===== config.mk =====
export PLATFORM = sky130hd
export DESIGN_NAME = ttc_ctrl
export DESIGN_NICKNAME = d
export VERILOG_FILES = /design/src/design/ttc_pkg.sv /design/src/design/ttc_ctrl.sv
export SDC_FILE = /design/constraint.sdc
export NUM_CORES = 1
export LEC_CHECK = 0
export BUFFER_PORTS_ARGS = -buffer_cell sky130_fd_sc_hd__buf_2
export CORE_AREA = 2 2 39 41
export CTS_CLUSTER_DIAMETER = 30
export DETAILED_ROUTE_END_ITERATION = 7
export DIE_AREA = 0 0 41 43
export GPL_TIMING_DRIVEN = 0
export PLACE_DENSITY = 0.65
export SLEW_MARGIN = 20
export SYNTH_ARGS = -nofsm -noshare
export SYNTH_HDL_FRONTEND = slang
export SYNTH_SLANG_ARGS = --single-unit

===== constraint.sdc =====
create_clock -name aclk -period 2.06 [get_ports aclk]
set_input_delay 0.103 -clock aclk [delete_from_list [all_inputs] [get_ports aclk]]
set_output_delay 0.103 -clock aclk [all_outputs]
set_load 0.1 [all_outputs]

===== src/design/ttc_pkg.sv =====
// ----------------------------------------------------------------------------
// ttc_pkg
// Shared constants, request codes and control/status structs for the
// text terminal cell grid.
// ----------------------------------------------------------------------------
package ttc_pkg;

    localparam int MAX_COLS_DEF = 128;
    localparam int MAX_ROWS_DEF = 64;
    localparam int TAB_STOP_DEF = 8;

    localparam logic [31:0] EMPTY_GLYPH = 32'h0000_0020;

    localparam int IN_DATA_W  = 48;
    localparam int OUT_DATA_W = 80;

    localparam logic [3:0] REQ_PRINT = 4'd0;
    localparam logic [3:0] REQ_TAB   = 4'd1;
    localparam logic [3:0] REQ_CR    = 4'd2;
    localparam logic [3:0] REQ_UP    = 4'd3;
    localparam logic [3:0] REQ_DOWN  = 4'd4;
    localparam logic [3:0] REQ_LEFT  = 4'd5;
    localparam logic [3:0] REQ_RIGHT = 4'd6;
    localparam logic [3:0] REQ_BELL  = 4'd7;
    localparam logic [3:0] REQ_CLEOL = 4'd8;
    localparam logic [3:0] REQ_READ  = 4'd9;

    localparam logic [1:0] REG_COLUMNS = 2'd0;
    localparam logic [1:0] REG_ROWS    = 2'd1;
    localparam logic [1:0] REG_ATTR    = 2'd2;

    typedef struct packed {
        logic init_step;
        logic load;
        logic norm;
        logic exec;
        logic clr_step;
        logic read_cap;
        logic fin_load;
    } ttc_cmd_t;

    typedef struct packed {
        logic init_last;
        logic top_ok;
        logic go_clear;
        logic go_read;
        logic clr_last;
        logic out_free;
    } ttc_sts_t;

endpackage


===== src/design/ttc_ctrl.sv =====
// ----------------------------------------------------------------------------
// ttc_ctrl
// Sequencer: reset clearing pass, offset normalise, execute, clear sweep,
// read capture and result hand-off.
// ----------------------------------------------------------------------------
module ttc_ctrl (
    input  logic              aclk,
    input  logic              aresetn,
    input  logic              s_tvalid,
    output logic              s_tready,
    input  ttc_pkg::ttc_sts_t sts,
    output ttc_pkg::ttc_cmd_t cmd
);

    typedef enum logic [6:0] {
        ST_INIT  = 7'b0000001,
        ST_IDLE  = 7'b0000010,
        ST_NORM  = 7'b0000100,
        ST_EXEC  = 7'b0001000,
        ST_CLEAR = 7'b0010000,
        ST_READ  = 7'b0100000,
        ST_FIN   = 7'b1000000
    } state_t;

    state_t state_reg, state_next;

    always_ff @(posedge aclk) begin
        if (!aresetn) begin
            state_reg <= ST_INIT;
        end else begin
            state_reg <= state_next;
        end
    end

    always_comb begin
        state_next = state_reg;
        unique case (state_reg)
            ST_INIT:  if (sts.init_last) state_next = ST_IDLE;
            ST_IDLE:  if (s_tvalid) state_next = ST_NORM;
            ST_NORM:  if (sts.top_ok) state_next = ST_EXEC;
            ST_EXEC: begin
                priority if (sts.go_clear) state_next = ST_CLEAR;
                else if (sts.go_read)      state_next = ST_READ;
                else                       state_next = ST_FIN;
            end
            ST_CLEAR: if (sts.clr_last) state_next = ST_FIN;
            ST_READ:  state_next = ST_FIN;
            ST_FIN:   if (sts.out_free) state_next = ST_IDLE;
            default:  state_next = ST_INIT;
        endcase
    end

    assign s_tready      = (state_reg == ST_IDLE);
    assign cmd.init_step = (state_reg == ST_INIT);
    assign cmd.load      = s_tready && s_tvalid;
    assign cmd.norm      = (state_reg == ST_NORM);
    assign cmd.exec      = (state_reg == ST_EXEC);
    assign cmd.clr_step  = (state_reg == ST_CLEAR);
    assign cmd.read_cap  = (state_reg == ST_READ);
    assign cmd.fin_load  = (state_reg == ST_FIN) && sts.out_free;

    // clear sweep always ends in the result hand-off
    a_clr_to_fin: assert property (@(posedge aclk) disable iff (!aresetn)
        (state_reg == ST_CLEAR) && sts.clr_last |=> (state_reg == ST_FIN))
        else $error("clear sweep did not end in hand-off");

    a_read_to_fin: assert property (@(posedge aclk) disable iff (!aresetn)
        (state_reg == ST_READ) |=> (state_reg == ST_FIN))
        else $error("read capture not followed by hand-off");

    a_no_accept_busy: assert property (@(posedge aclk) disable iff (!aresetn)
        cmd.load |=> (state_reg == ST_NORM))
        else $error("accepted item did not start");

endmodule


==> results of run 1 <==
==> area by class of cell <==
class | instances | area (sq um) | area share, %
Buffer | 1 | 11.26 | 1.664
Multi-Input combinational cell | 48 | 370.4 | 54.71
Tap cell | 16 | 20.02 | 2.957
Timing Repair Buffer | 16 | 82.58 | 12.20
Sequential cell | 7 | 140.1 | 20.70
Clock buffer | 4 | 26.28 | 3.882
Inverter | 7 | 26.28 | 3.882
==> power by group through the flow <==
stage,logic [W],clock network [W],registers (W)
after global placement,0.000468,0,0.000215
after global routing,0.000503,0.000141,0.000217
final,0.000475,0.000132,0.000213
after CTS,0.000475,0.000133,0.000213
after floorplan,0.000407,0,0.000206
after detailed placement,0.000474,0,0.000215
==> metrics by stage <==
stage | hold slack (ns) | utilization, % | setup TNS [ns] | instances | total power, W
finish | 0.03902 | 48.92 | 0 | 99 | 0.0008198
global route | 0.04378 | 48.92 | 0 | 99 | 0.0008615
CTS | 0.03710 | 48.73 | 0 | 99 | 0.0008206
detailed placement | 0.3035 | 46.84 | 0 | 95 | 0.0006889
global placement | 0.3011 | 46.84 | 0 | 95 | 0.0006828
floorplan | 0.1809 | - | -0.00001688 | 63 | 0.0006133
==> synthesized netlist by cell type (all sizes together) <==
master  count
a21boi      1
a21oi       2
and4        1
buf         1
dfxtp       7
inv         7
nand2       5
nand2b      3
nand3       2
nand4b      2
nor2        7
nor3        4
nor3b       5
nor4        3
o211ai      2
o21a        2
o21ai       3
o21bai      2
o221ai      1
o31ai       1
xnor2       1
xor2        1
==> how the worst min path moves through the flow <==
stage | slack [ns] | startpoint | to
floorplan | 0.18 | sts[3] | state_reg[5]$_SDFFE_PN0P_
global placement | 0.30 | sts[3] | state_reg[5]$_SDFFE_PN0P_
detailed placement | 0.30 | sts[3] | state_reg[5]$_SDFFE_PN0P_
CTS | 0.04 | sts[3] | state_reg[5]$_SDFFE_PN0P_
global route | 0.04 | sts[3] | state_reg[5]$_SDFFE_PN0P_
finish | 0.04 | sts[3] | state_reg[5]$_SDFFE_PN0P_
==> cells in the final DEF (no fill, tap or decap), types with 3 or more instances in the layout <==
cell,Yosys,layout
nor2_1,6,5
nor3b_2,2,3
dfxtp_1,7,7
nand2b_1,3,3
clkbuf_4,0,4
buf_2,0,15
inv_1,7,7
nand2_1,4,4
==> timing repair <==
action / in CTS / in global routing
hold buffers: 0 / 0
buffers inserted: 0 / 0
endpoints found under the setup margin: 0 / 1
gates resized for setup: 0 / 1
==> per-layer routing <==
layer | share of wire, % | vias up | GRT usage, % | wire, um
met5 | 0 | - | 0 | 0
met4 | 1.5 | 0 | 10.00 | 19
met3 | 3.0 | 2 | 1.571 | 38
met2 | 44 | 12 | 20.94 | 558
met1 | 51 | 230 | 23.38 | 645
li1 | - | 267 | - | -
==> cells by family after synthesis <==
family,after synthesis,synth area share [%]
AO/OA/AOI/OAI,14,20.79
XOR/XNOR,2,3.272
buffers and inverters,8,7.010
flip-flops,7,26.17
AND/OR/NAND/NOR,32,42.76
==> critical path, cell delays in order, from the launching register on <==
cell	delay, ns
dfxtp_1	0.31
buf_6	0.13
nor4_4	0.38
nand3_1	0.21
inv_1	0.08
buf_2	0.42
==> impl_results.md, run 1 <==
* Inserted Clock Buffers at 3
* Cell Rows at 14
* Layout area overhead at 26.40%
* Kind of critical path: reg2out
* Layout Nets at 93
* Biggest area consumer among synthesized cells: dfxtp_1
* Max_slew headroom at 67.97%
* Skew-Pair Late Insertion Delay at 0.25 ns
* Crit path DAT at 1.79 ns
* Least-Margin Pin Slew at 0.4838 ns
* First-pass DRT Iterations at 4
* Period minus WS final at 1.891 ns
* Worst-path clk slew at 0.06 ns
* Clock share of power at 16.1%
* First-pass GRT wire length at 1890 um
* Vias at 511
* Critical path data required time at 1.96 ns
* Port Buffers at 16
* # IOs at 17
* ANT nets after route at 0
* Mapped cell area at 535.5 sq um
* GRT Residual Overflow at 0
* Status: complete, no violations
* Die height at 43 um
* Htree depth at 1
* Worst R2R End: state_reg[6]$_SDFFE_PN0P_
* VDD IR max at 0.0004869 V
* Placer congestion estimate at 0.7400
* Setup Skew at 0.001741 ns
* Final worst setup slack at 0.1688 ns
* Mapped Cells at 63
* Maximum buffer depth of the clock tree at 2
* Die outline width at 41 um
* Design area at 676.9 sq um
* CP Max Fanout at 8
* Dpl cell area at 648.1 sq um
* 1st-iter DRT viols at 4
* Net Sw Frac at 52.99%
* Combinational Power Share at 57.9%
* Synthesized Nets at 72
* Total clock sinks at 7
* Fin crit share at 91.80%
* Max Freq at 0.5288 GHz
* R2r startpoint: state_reg[4]$_SDFFE_PN0P_
* FF-to-FF setup slack at 0.45 ns
* PwrDens at 1211 mW/mm^2
* Placement Setup Slack at 0.3675 ns
* Max Slew Vio Count at 0
* Layout cell share with drive strength beyond 1 at 38.55%
* P_int at 0.0003854 W
* Synth top area share at 26.17%
* Post-DP HPWL at 953.4 um
* Crit path to: s_tready
* Unrepaired setup endpoints after global routing: no
* Hold WC Path Type: in2reg
* Ant diodes at 0
* Setup violators final at 0
* Sequential fraction of the synthesis area at 26.17%
* Area of the die at 0.001763 sq mm
* Sw Pwr at 0.0004344 W
* Total Wirelength at 1261 um
* Routed len/inst at 12.74 um
* Residual DRC at 0
* Flop pwr share at 26.0%
* Top post-synthesis cells by area: dfxtp_1 26%, inv_1 4.9%, o221ai_4 4.9%, nor3b_2 4.7%, nor2_1 4.2%
* R2r worst-path depth at 6
* Crit path from: state_reg[4]$_SDFFE_PN0P_
* Number of hold violations in the final report at 0
* Clk root buf: clkbuf_4
* Largest net degree at the start of global routing at 10
* Hold Crit Depth at 2
* Via density at 5.162
* Max cap viols at 0
* # fillers at 140
* CP startpoint kind: flop
* Crit path capture type: output pin
* Number of global-route vias before repair at 442
* Max FFs per register at 7
* Initial Utilization at 38.70%
* Count of different cell masters after synthesis at 30
* CTS tree: done
* Seq cells post-synth at 7
* GRT Util Overall at 15.81%
* Post-synthesis area per instance at 8.500 sq um
* Yosys warning total at 0
* Core footprint at 0.001384 sq mm
* Initial antenna violation count at 0
* Static leakage at 0.3207 nW
Note: power is estimated with default switching activity, not from simulation.
==> run 2: changes to the inputs <==
PLACE_DENSITY = 0.73   (was 0.65)
==> run 2 against run 1 <==
  * Flip-flop and latch count is the same
  * Highest routed layer unchanged
  * Register-to-register slack gained 0.03 ns
  * Non-clock buffer count is the same
  * Via count grew 2.2%
  * Die area is the same
==> impl_results.md, run 2 (synthesis results as in run 1) <==
* PwrDens at 1205 mW/mm^2
* Post-DP HPWL at 943.5 um
* Setup Skew at 0.008062 ns
* Number of global-route vias before repair at 523
* Routed len/inst at 11.81 um
* WHS at 0.03110 ns
* Crit path DAT at 1.84 ns
* Unrepaired setup endpoints after global routing: no
* # fillers at 144
* 1st-iter DRT viols at 9
* Htree depth at 1
* Clk root buf: clkbuf_4
* Die outline width at 41 um
* Die height at 43 um
* Cell family with most CP delay: simple AND/OR/NAND/NOR gates
* Kind of critical path: reg2out
* Placer congestion estimate at 0.7245
* Via density at 5.273
* Fin crit share at 94.25%
* Placement Setup Slack at 0.3929 ns
* Residual DRC at 0
* Inserted Clock Buffers at 3
* Hold WC Path Type: in2reg
* GRT Residual Overflow at 0
* Max stage delay on crit path at 0.44 ns
* VDD IR max at 0.0008019 V
* Hold Crit Depth at 2
* Max_slew headroom at 67.69%
* Layout Nets at 93
* Total Wirelength at 1169 um
* Max Slew Vio Count at 0
* Commonest non-fill, non-tap cell in the layout: buf_2
* Ant diodes at 0
* GRT Util Overall at 17.51%
* Most frequent cells in the layout: 16 x buf_2, 7 x inv_1, 7 x dfxtp_1
* Critical path data required time at 1.96 ns
* Least-Margin Pin Slew at 0.4880 ns
* Slowest cell on crit path: buf_2
* Max FFs per register at 7
* Worst-path clk slew at 0.06 ns
* Largest net degree at the start of global routing at 10
* Crit path capture type: output pin
* Vias at 522
* Port Buffers at 16
* Period minus WS final at 1.942 ns
* Final worst setup slack at 0.1185 ns
* # IOs at 17
* Core footprint at 0.001384 sq mm
* CP Depth at 5
* Total clock sinks at 7
* # resized after CTS at 0
* Number of hold violations in the final report at 0
* Layout area overhead at 26.17%
* CP Max Fanout at 8
* Area of the die at 0.001763 sq mm
* Setup violators final at 0
* First-pass DRT Iterations at 4
* Placed Instances at 95
* Cell Rows at 14
* CTS tree: done
* Worst Path Buf+Inv at 2
* Setup bufs post-CTS at 0
* Max Freq at 0.5151 GHz
* First-pass GRT wire length at 2097 um
* Max cap viols at 0
* Layout cell share with drive strength beyond 1 at 39.76%
* CP startpoint kind: flop
* R2r worst-path depth at 6
* Crit-path cells: buf_6 -> nor4_4 -> nand3_1 -> nor2_2 -> buf_2
* Static leakage at 0.3241 nW
* Maximum buffer depth of the clock tree at 2
* Hold Buf Count CTS at 0
* Initial Utilization at 38.70%
* Initial antenna violation count at 0
* Finished Layout Cells at 99
* Skew-Pair Late Insertion Delay at 0.26 ns
* Status: complete, no violations
* ANT nets after route at 0
run 2: cell types whose count changed in the layout (fill, tap and decap cells not counted), sizes merged:
| cell | before | now |
|---|---|---|
| clkinv | 0 | 1 |
| clkbuf | 5 | 3 |
| buf | 16 | 17 |
run 2: through the flow:
| stage | cell area (sq um) | total power, W | util [%] | setup TNS, ns |
|---|---|---|---|---|
| floorplan | 548.0 | 0.0006133 | - | -0.00001688 |
| global placement | 648.1 | 0.0006806 | 46.84 | 0 |
| detailed placement | 648.1 | 0.0006886 | 46.84 | 0 |
| CTS | 675.6 | 0.0008188 | 48.82 | 0 |
| global route | 675.6 | 0.0008676 | 48.82 | 0 |
| finish | 675.6 | 0.0008141 | 48.82 | 0 |
run 2: final cells by class:
cell class              count  area (sq um)  share of cell area [%]
plain buffers               1         11.26                   1.667
clock buffers               3         22.52                   3.333
clock inverters             1         5.005                  0.7407
inverters                   7         26.28                   3.889
multi-input cells          48         370.4                   54.81
flip-flops and latches      7         140.1                   20.74
well taps                  16         20.02                   2.963
repair buffers             16         80.08                   11.85
run 2: per-layer routing:
metal / part of all wire [%] / up-vias / track usage [%]
met2: 50 / 14 / 26.56
li1: - / 264 / -
met1: 44 / 240 / 22.01
met5: 0 / - / 0
met4: 2.3 / 0 / 12.00
met3: 3.1 / 4 / 1.571
run 2: path summary, 6_finish.rpt:
check / endpoint / from / slack, ns
worst max register to register: state_reg[6]$_SDFFE_PN0P_ / state_reg[4]$_SDFFE_PN0P_ / 0.48
worst min-delay path: state_reg[5]$_SDFFE_PN0P_ / sts[3] / 0.03
worst min register to register: state_reg[4]$_SDFFE_PN0P_ / state_reg[4]$_SDFFE_PN0P_ / 0.62
worst max-delay path: cmd[5] / state_reg[4]$_SDFFE_PN0P_ / 0.12
run 2: power by group:
group / internal [W] / switching, W
Clock: 0.0000713 / 0.0000580
Combinational: 0.000150 / 0.000322
Sequential: 0.000161 / 0.0000524
Total: 0.000381 / 0.000433
run 2: worst register-to-register path, cell delays in order (launching register included):
cell	delay, ns
dfxtp_1	0.30
buf_6	0.13
nor4_4	0.36
nand3_1	0.21
nor2_2	0.23
o21bai_1	0.08
nor3b_2	0.15
==> run 3: changes to the inputs <==
RECOVER_POWER = 100   (was not set)
==> run 3 against run 2 <==
  * Utilization is 1.6 points lower
  * First-iteration DRC count rose by 78%
  * Clock-buffer cell count is the same
  * Final area decreased by 3.3%
  * Die area is the same
  * Largest power group unchanged
  * Setup slack gained 0.047 ns
  * Power down 3.4%
==> impl_results.md, run 3 (synthesis results as in run 1) <==
* Status: complete, no violations
* Hold WC Path Type: in2reg
* VDD IR max at 0.0007951 V
* Cell family with most CP delay: simple AND/OR/NAND/NOR gates
* GRT Residual Overflow at 0
* Critical path data required time at 1.96 ns
* Multi-input combinational cell area at 347.8 sq um
* Max Freq at 0.5278 GHz
* R2r worst-path depth at 6
* Unrepaired setup endpoints after global routing: no
* Die height at 43 um
* Worst-path clk slew at 0.06 ns
* # fillers at 147
* CP startpoint kind: flop
* Maximum buffer depth of the clock tree at 2
* Design area at 653.1 sq um
* Via density at 5.424
* Post-DP HPWL at 943.5 um
* Total clock sinks at 7
* Hold Crit Depth at 2
* 1st-iter DRT viols at 16
* Port Buffers at 16
* Max Slew Vio Count at 0
* Slowest cell on crit path: buf_2
* First-pass GRT wire length at 2097 um
* Max stage delay on crit path at 0.43 ns
* Initial antenna violation count at 0
* Total Wirelength at 1220 um
* FF/Latch Area at 140.1 sq um
* Largest net degree at the start of global routing at 10
* Initial Utilization at 38.70%
* Cell Rows at 14
* Hold Buf Count CTS at 0
* Htree depth at 1
* Number of global-route vias before repair at 523
* Layout Nets at 93
* Crit path DAT at 1.79 ns
* Max FFs per register at 7
* Static leakage at 0.3170 nW
* Crit-path cells: buf_6 -> nor4_4 -> nand3_1 -> nor2_2 -> buf_2
* Worst Path Buf+Inv at 2
* Least-Margin Pin Slew at 0.5429 ns
* Number of hold violations in the final report at 0
* Core footprint at 0.001384 sq mm
* FF-to-FF setup slack at 0.24 ns
* CP Max Fanout at 8
* Clk root buf: clkbuf_4
* Most frequent cells in the layout: 9 x buf_2, 7 x inv_1, 7 x clkbuf_2, 7 x dfxtp_1, 6 x nor2_1
* # resized after CTS at 0
* Residual DRC at 0
* Routed len/inst at 12.32 um
* Setup bufs post-CTS at 0
* Period minus WS final at 1.895 ns
* PwrDens at 1204 mW/mm^2
* Final core occ at 47.20%
* CP Depth at 5
* Commonest non-fill, non-tap cell in the layout: buf_2
* Skew-Pair Late Insertion Delay at 0.26 ns
* Max cap viols at 0
* Setup Skew at 0.008198 ns
* Dpl cell area at 648.1 sq um
* # IOs at 17
* Fin crit share at 91.98%
* Placer congestion estimate at 0.7245
* Vias at 537
* First-pass DRT Iterations at 4
* GRT Util Overall at 17.51%
* Die outline width at 41 um
* TNS Setup at 0 ns
* Area of the die at 0.001763 sq mm
* Ant diodes at 0
* Setup violators final at 0
* CTS tree: done
* Crit path capture type: output pin
* Max_slew headroom at 63.81%
* Inserted Clock Buffers at 3
* Kind of critical path: reg2out
* ANT nets after route at 0
* WHS at 0.02539 ns
* Layout area overhead at 21.96%
* Layout cell share with drive strength beyond 1 at 36.14%
-- run 3: path summary, 6_finish.rpt --
| check | start | end |
|---|---|---|
| hold reg to reg | state_reg[4]$_SDFFE_PN0P_ | state_reg[4]$_SDFFE_PN0P_ |
| setup / recovery | state_reg[4]$_SDFFE_PN0P_ | cmd[5] |
| hold / removal | sts[3] | state_reg[5]$_SDFFE_PN0P_ |
| setup reg to reg | state_reg[4]$_SDFFE_PN0P_ | state_reg[6]$_SDFFE_PN0P_ |
-- run 3: per-stage QoR --
step	power (W)	instances	worst slack, ns
after CTS	0.0008188	99	0.1073
after detailed placement	0.0006886	95	0.3929
after floorplan	0.0006133	63	-0.00001688
after global placement	0.0006806	95	0.4003
after global routing	0.0008340	99	0.03980
final	0.0007867	99	0.1653
-- run 3: cell type report --
| type | count | area share, % |
|---|---|---|
| sequential | 7 | 21.46 |
| multi-input combinational | 48 | 53.26 |
| tap | 16 | 3.065 |
| buffer | 1 | 1.724 |
| clock buffer | 3 | 3.448 |
| clock inverter | 1 | 0.7663 |
| timing repair buffer | 16 | 12.26 |
| inverter | 7 | 4.023 |
-- run 3: layer usage --
layer  vias to the layer above  part of all wire (%)  track usage, %
li1                        265                     -               -
met1                       253                    46           22.01
met2                        14                    48           26.56
met3                         5                   3.3           1.571
met4                         0                   3.1           12.00
met5                         -                     0               0
-- run 3: report_power, final --
part | leakage, nW | internal, W | total [W] | switching (W)
Clock | 0.0177 | 0.0000714 | 0.000131 | 0.0000598
Sequential | 0.0570 | 0.000161 | 0.000213 | 0.0000528
Combinational | 0.242 | 0.000132 | 0.000442 | 0.000310
Total | 0.317 | 0.000364 | 0.000787 | 0.000423
